## src/yuv2rgb_pkg.sv

```systemverilog
// Package for the YUV 4:2:0 to RGB rotating converter.
// Holds payload structs, register indexes, field widths and Q16 coefficients.
// No dependencies.
package yuv2rgb_pkg;

  // Geometry
  localparam int unsigned MaxDim  = 2048;
  localparam int unsigned DimW    = 12;               // width of a dimension register
  localparam int unsigned CntW    = $clog2(MaxDim);   // column and row counters
  localparam int unsigned OffsetW = 24;
  localparam int unsigned Drp3W   = DimW + 2;         // 3 * dest_row_pixels
  localparam int unsigned X3W     = CntW + 2;         // 3 * destination column

  // Configuration register indexes
  localparam int unsigned CfgIdxW = 2;
  localparam logic [CfgIdxW-1:0] RegSourceWidth  = 2'd0;
  localparam logic [CfgIdxW-1:0] RegSourceHeight = 2'd1;
  localparam logic [CfgIdxW-1:0] RegDestRowPix   = 2'd2;
  localparam logic [CfgIdxW-1:0] RegRotateEnable = 2'd3;

  // Register reset values
  localparam logic [DimW-1:0]  ResetWidth  = 12'd640;
  localparam logic [DimW-1:0]  ResetHeight = 12'd480;
  localparam logic [Drp3W-1:0] ResetDrp3   = 14'd1920;

  // Full-range BT.601 coefficients, Q16
  localparam int unsigned CoefW = 18;
  localparam logic signed [CoefW-1:0] CoefRv = 18'sd91881;
  localparam logic signed [CoefW-1:0] CoefGu = -18'sd22554;
  localparam logic signed [CoefW-1:0] CoefGv = -18'sd46802;
  localparam logic signed [CoefW-1:0] CoefBu = 18'sd116130;
  localparam int unsigned SumW = 28;

  typedef struct packed {
    logic [7:0] luma;
    logic [7:0] chroma_blue;
    logic [7:0] chroma_red;
  } pixel_in_t;

  typedef struct packed {
    logic [7:0]         red;
    logic [7:0]         green;
    logic [7:0]         blue;
    logic [OffsetW-1:0] dest_byte_offset;
    logic               frame_end;
  } pixel_out_t;

endpackage

```

## src/yuv_to_rgb_rotating_converter_core.sv

```systemverilog
// Top level of the YUV 4:2:0 to RGB converter with optional clockwise rotation.
// Two register stages: input/address stage and result stage.
// Depends on yuv2rgb_pkg.
//
//  Port group   Direction  Handshake             Payload
//  in_*         input      in_valid_i/in_ready_o   pixel_in_t  (luma, chroma_blue, chroma_red)
//  out_*        output     out_valid_o/out_ready_i pixel_out_t (RGB, offset, frame_end)
//  cfg_*        input      cfg_we_i (no wait)      cfg_idx_i, cfg_data_i
//
// One transaction per clock while the output is not stalled; stage 1 holds pixel
// and destination coordinates, stage 2 the converted colour and the byte offset
// from one multiply-add.
// Reset clears the valid flags and the counters and loads the configuration registers with their reset values.
// A stall on the output holds both stages; in_ready_o drops only when both are full.
module yuv_to_rgb_rotating_converter_core import yuv2rgb_pkg::*; (
  input  logic               clk_i,
  input  logic               rst_ni,
  input  logic               in_valid_i,
  output logic               in_ready_o,
  input  pixel_in_t          in_pixel_i,
  output logic               out_valid_o,
  input  logic               out_ready_i,
  output pixel_out_t         out_pixel_o,
  input  logic               cfg_we_i,
  input  logic [CfgIdxW-1:0] cfg_idx_i,
  input  logic [DimW-1:0]    cfg_data_i
);

  // Configuration registers
  logic [DimW-1:0]  width_q, height_q;
  logic [Drp3W-1:0] drp3_q;
  logic             rotate_q;

  always_ff @(posedge clk_i or negedge rst_ni) begin
    if (!rst_ni) begin
      width_q  <= ResetWidth;
      height_q <= ResetHeight;
      drp3_q   <= ResetDrp3;
      rotate_q <= 1'b0;
    end else if (cfg_we_i) begin
      unique case (cfg_idx_i)
        RegSourceWidth:  width_q  <= cfg_data_i;
        RegSourceHeight: height_q <= cfg_data_i;
        RegDestRowPix:   drp3_q   <= {2'b00, cfg_data_i} + {1'b0, cfg_data_i, 1'b0};
        RegRotateEnable: rotate_q <= cfg_data_i[0];
        default: ;
      endcase
    end
  end

  // Effective dimensions: zero acts as one, oversize acts as MaxDim
  function automatic logic [DimW-1:0] eff_dim(input logic [DimW-1:0] v);
    logic [DimW-1:0] r;
    if (v == '0) r = DimW'(1);
    else if (v > DimW'(MaxDim)) r = DimW'(MaxDim);
    else r = v;
    return r;
  endfunction

  // Handshake control
  logic s1_valid_q, s2_valid_q;
  logic s2_load, in_fire;

  assign s2_load    = !s2_valid_q || out_ready_i;
  assign in_ready_o = !s1_valid_q || s2_load;
  assign in_fire    = in_valid_i && in_ready_o;

  // Raster counters and destination coordinates
  logic [CntW-1:0] col_q, row_q;
  logic [DimW-1:0] w_eff, h_eff, h_last, row_clip;
  logic [DimW-1:0] col_next, row_next;
  logic            last_col, last_row;
  logic [CntW-1:0] out_x, out_y;
  logic [X3W-1:0]  x3;

  always_comb begin
    w_eff    = eff_dim(width_q);
    h_eff    = eff_dim(height_q);
    h_last   = h_eff - DimW'(1);
    col_next = {1'b0, col_q} + DimW'(1);
    row_next = {1'b0, row_q} + DimW'(1);
    last_col = col_next >= w_eff;
    last_row = row_next >= h_eff;
    row_clip = ({1'b0, row_q} > h_last) ? h_last : {1'b0, row_q};
    if (rotate_q) begin
      out_x = CntW'(h_last - row_clip);
      out_y = col_q;
    end else begin
      out_x = col_q;
      out_y = row_q;
    end
    x3 = {2'b00, out_x} + {1'b0, out_x, 1'b0};
  end

  always_ff @(posedge clk_i or negedge rst_ni) begin
    if (!rst_ni) begin
      col_q <= '0;
      row_q <= '0;
    end else if (in_fire) begin
      if (last_col) begin
        col_q <= '0;
        row_q <= last_row ? '0 : row_next[CntW-1:0];
      end else begin
        col_q <= col_next[CntW-1:0];
      end
    end
  end

  // Stage 1: pixel and destination coordinates
  pixel_in_t       s1_pix_q;
  logic [CntW-1:0] s1_oy_q;
  logic [X3W-1:0]  s1_x3_q;
  logic            s1_fend_q;

  always_ff @(posedge clk_i or negedge rst_ni) begin
    if (!rst_ni) begin
      s1_valid_q <= 1'b0;
    end else if (in_ready_o) begin
      s1_valid_q <= in_valid_i;
    end
  end

  always_ff @(posedge clk_i) begin
    if (in_fire) begin
      s1_pix_q  <= in_pixel_i;
      s1_oy_q   <= out_y;
      s1_x3_q   <= x3;
      s1_fend_q <= last_col && last_row;
    end
  end

  // Truncate a Q16 sum toward zero and clamp to 0..255
  function automatic logic [7:0] clamp_q16(input logic signed [SumW-1:0] s);
    logic [7:0] r;
    if (s[SumW-1]) r = 8'd0;
    else if (|s[SumW-2:24]) r = 8'd255;
    else r = s[23:16];
    return r;
  endfunction

  // Colour conversion and byte offset
  logic signed [8:0]      u_c, v_c;
  logic signed [SumW-1:0] base, sum_r, sum_g, sum_b;
  logic [OffsetW-1:0]     row_prod;
  pixel_out_t             res;

  always_comb begin
    u_c   = $signed({1'b0, s1_pix_q.chroma_blue}) - 9'sd128;
    v_c   = $signed({1'b0, s1_pix_q.chroma_red}) - 9'sd128;
    base  = $signed({4'b0000, s1_pix_q.luma, 16'h0000});
    sum_r = base + SumW'(CoefRv * v_c);
    sum_g = base + SumW'(CoefGu * u_c) + SumW'(CoefGv * v_c);
    sum_b = base + SumW'(CoefBu * u_c);
    row_prod = OffsetW'(s1_oy_q * drp3_q);
    res.red   = clamp_q16(sum_r);
    res.green = clamp_q16(sum_g);
    res.blue  = clamp_q16(sum_b);
    res.dest_byte_offset = row_prod + OffsetW'(s1_x3_q);
    res.frame_end = s1_fend_q;
  end

  // Stage 2: result register
  pixel_out_t s2_pix_q;

  always_ff @(posedge clk_i or negedge rst_ni) begin
    if (!rst_ni) begin
      s2_valid_q <= 1'b0;
    end else if (s2_load) begin
      s2_valid_q <= s1_valid_q;
    end
  end

  always_ff @(posedge clk_i) begin
    if (s2_load && s1_valid_q) begin
      s2_pix_q <= res;
    end
  end

  assign out_valid_o = s2_valid_q;
  assign out_pixel_o = s2_pix_q;

  // Checks
  a_frame_wrap: assert property (@(posedge clk_i) disable iff (!rst_ni)
    in_fire && last_col && last_row |=> col_q == '0 && row_q == '0)
    else $error("counters did not wrap at end of frame");

  a_row_hold: assert property (@(posedge clk_i) disable iff (!rst_ni)
    in_fire && !last_col |=> row_q == $past(row_q))
    else $error("row advanced before last column");

  a_full_stall: assert property (@(posedge clk_i) disable iff (!rst_ni)
    s1_valid_q && s2_valid_q && !out_ready_i |-> !in_ready_o)
    else $error("input taken while both stages are stalled");

  a_s1_kept: assert property (@(posedge clk_i) disable iff (!rst_ni)
    s1_valid_q && !s2_load |=> s1_valid_q && $stable(s1_oy_q) && $stable(s1_x3_q))
    else $error("stage 1 contents lost during stall");

endmodule
```

## config.mk

```make
export PLATFORM = sky130hd
export DESIGN_NAME = yuv_to_rgb_rotating_converter_core
export DESIGN_NICKNAME = d
export VERILOG_FILES = /design/src/yuv2rgb_pkg.sv /design/src/yuv_to_rgb_rotating_converter_core.sv
export SDC_FILE = /design/constraint.sdc
export NUM_CORES = 1
export LEC_CHECK = 0
export ABC_AREA = 1
export BUFFER_PORTS_ARGS = -buffer_cell sky130_fd_sc_hd__buf_2
export CAP_MARGIN = 5
export CORE_MARGIN = 2
export CORE_UTILIZATION = 50
export DETAILED_ROUTE_END_ITERATION = 8
export PLACE_DENSITY = 0.71
export RECOVER_POWER = 100
export SLEW_MARGIN = 20
export SYNTH_ARGS = -nofsm -noshare
export SYNTH_HDL_FRONTEND = slang
export SYNTH_SLANG_ARGS = --single-unit
```

## constraint.sdc

```tcl
create_clock -name clk_i -period 12.2 [get_ports clk_i]
set_input_delay 0.61 -clock clk_i [delete_from_list [all_inputs] [get_ports clk_i]]
set_output_delay 0.61 -clock clk_i [all_outputs]
set_load 0.05 [all_outputs]
```

==> results_dict.tcl <==
set metrics [dict create \
    crit_slowest_cell "inv_1" \
    portBuffers 93 \
    setup_viol 0 \
    gp_congestion 0.9171 \
    drv_cap 3 \
    rr_worst_depth 32 \
    cts_setup_buffers 0 \
    yosysSeqAreaShare_pct 18.14 \
    hold_violations 0 \
    grt_overflow 0 \
    worst_pin_slew_ps 4099 \
    cp.required_ps 12410 \
    cp-start-kind "flip-flop" \
    cts_sinks 161 \
    yosysMostFrequentCell "inv_1" \
    wl_met3_microns 2948 \
    grt_max_degree 71 \
    setup_tns_ps 0 \
    wl_met1_microns 27900 \
    met2_wirelength_microns 26600 \
    routed.top_layer "met4" \
    dpl.hpwl_microns 49070 \
    drtAntennaViolNets 0 \
    timing.rr.start "s1_pix_q[7]" \
    fin_crit_sh_pct 69.01 \
    design.die.area_sq_um 51760 \
    vias 19050 \
    cp_max_fo 16 \
    track_usage_pct 23.91 \
    hold_path_end "s1_pix_q[13]" \
    synth.largest_area_cell "ha_1" \
    slew_headroom_pct -173.3 \
    synth_ff_type "edfxtp_1" \
    netlist_area_sq_um 24980 \
    violations "max-capacitance violations, max-slew violations" \
    slew_violations 185 \
    cp.arrival_ps 8630 \
    antenna_found_initial 0 \
    rrSetupSlack_ps 3780 \
    clk_pin_slew_ps 80 \
    synth_edf_count 98 \
    synth_top_area_share_pct 22.49 \
    fp.dieH_microns 227.5 \
    synthesis.nets 3647 \
    critPathBufInv 5 \
    rr_endpoint "out_pixel_o[34]" \
    initial_core_util_pct 50.82 \
    layout-drive-gt1-share_pct 3.374 \
    path_delay_family "adder cells" \
    fin_skew_ps 14.30 \
    root_buffer "clkbuf_16" \
    rows 81 \
    avgRoutedWirePerCell_microns 16.14 \
    cp-end-kind "flip-flop" \
    dr.pass1.iters 6 \
    clock_path_buffers 2 \
    period_needed_ps 8419 \
    ys_top_cells_by_count "inv_1, nand2_1, ha_1, fa_1, a21oi_1" \
    grt_first_pass_wirelength_microns 96520 \
    ys_warn_count 0 \
    area_delta_synth_final_pct 6.682 \
    synth_cells 2876 \
    max_freq_mhz 118.8 \
    drt_wl_total_microns 58570 \
    cts_tree "built" \
    cp_slowest_stage_delay_ps 590 \
    cts_resized 0 \
    holdCritPathClass "input pin to flip-flop" \
    avgSynthCellArea_sq_um 8.685 \
    grt_pass1_vias 19210 \
    whs_path_depth 1 \
    fin_nets 3722 \
    viasPerCell 5.250 \
    drc 0 \
    rsz0062_at_grt "false" \
    numCtsBuffers 17 \
    coreArea_sq_um 49150 \
    n_antenna_cell 0 \
    synth_seq_cells 161 \
    holdWs_ps 290.6 \
    clkLatencyLatePin_ps 490 \
    worst_path_most_repeated_cell "inv_1" \
    synth_cell_types 48 \
    status "finished, violations left" \
    num_io_pins 94 \
    hold_start "in_pixel_i[13]" \
    synth_area_leaders "ha_1, fa_1, edfxtp_1, inv_1, nand2_1" \
    cts_hold_buffers 0 \
    async_reset_ff_share_pct 39.13 \
    die_w_microns 227.5 \
    htreeDepth 4 \
    path_class "flip-flop to flip-flop" \
    drtIter0Drc 1318 \
]
## worst reg2reg max path, delay by kind of cell (launching register included)
| family | cells | cell delay [ps] |
|---|---|---|
| AO/OA/AOI/OAI | 10 | 1950 |
| XOR/XNOR | 2 | 240 |
| adder cells (fa/ha/maj) | 8 | 3370 |
| buffers and inverters | 5 | 960 |
| flip-flops | 1 | 560 |
| AND/OR/NAND/NOR | 7 | 1070 |
## logic make-up after synthesis
kind of cell,synth area share (%)
buf+inv,10.29
simple gates,12.30
xor+xnor,5.295
fa+ha+maj,44.85
compound gates,9.112
flops,18.14
## layout by cell type, fill, tap and decap left out, types with 75 or more instances in the layout
cell and count:
inv_1 633, nand2_1 515, ha_1 449, fa_1 279
a21oi_1 165, o21ai_0 136, edfxtp_1 98, xor2_1 93
nor2_1 90, nand3_1 75
## flip-flops by register name, summed over array words and instances, names as in the netlist
signal	count
base	8
col_q	11
width_q	12
row_q	11
out_valid_o	1
s1_x3_q	13
s1_pix_q	16
s1_fend_q	1
s1_valid_q	1
rotate_q	1
s1_oy_q	11
out_pixel_o	49
height_q	12
drp3_q	14
## layer usage
layer	vias up	GRT usage [%]
li1	9303	-
met1	9152	34.11
met2	526	38.45
met3	67	2.827
met4	0	6.620
met5	-	0
## metrics by stage
stage | std cells | utilization (%) | instance area [sq um] | worst slack (ps)
after floorplan | 2876 | - | 24980 | 4969
after global placement | 3596 | 53.21 | 26150 | 4141
after detailed placement | 3596 | 53.21 | 26150 | 3866
after CTS | 3628 | 54.46 | 26770 | 3845
after global routing | 3628 | 54.21 | 26650 | 2947
final | 3628 | 54.21 | 26650 | 3781
## worst max-delay path by stage
stage          cells after the start        start              end  slack, ps
2_1_floorplan                     34  s1_pix_q[7]  out_pixel_o[33]       4970
3_3_place_gp                      32  s1_pix_q[7]  out_pixel_o[34]       4140
3_5_place_dp                      32  s1_pix_q[7]  out_pixel_o[34]       3870
4_1_cts                           32  s1_pix_q[7]  out_pixel_o[34]       3840
5_1_grt                           31  s1_pix_q[7]  out_pixel_o[34]       2950
6_report                          32  s1_pix_q[7]  out_pixel_o[34]       3780
## final cells by class
type	instances	area (sq um)
well taps	664	830.8
clock buffers	17	425.4
clock inverters	15	191.4
repair buffers	98	411.6
fillers	4395	22510
multi-input cells	2033	17850
inverters	640	2402
flip-flops and latches	161	4532
Power is not shown: default switching activity piles up to over one toggle a cycle in this logic, so the estimate is an artifact.
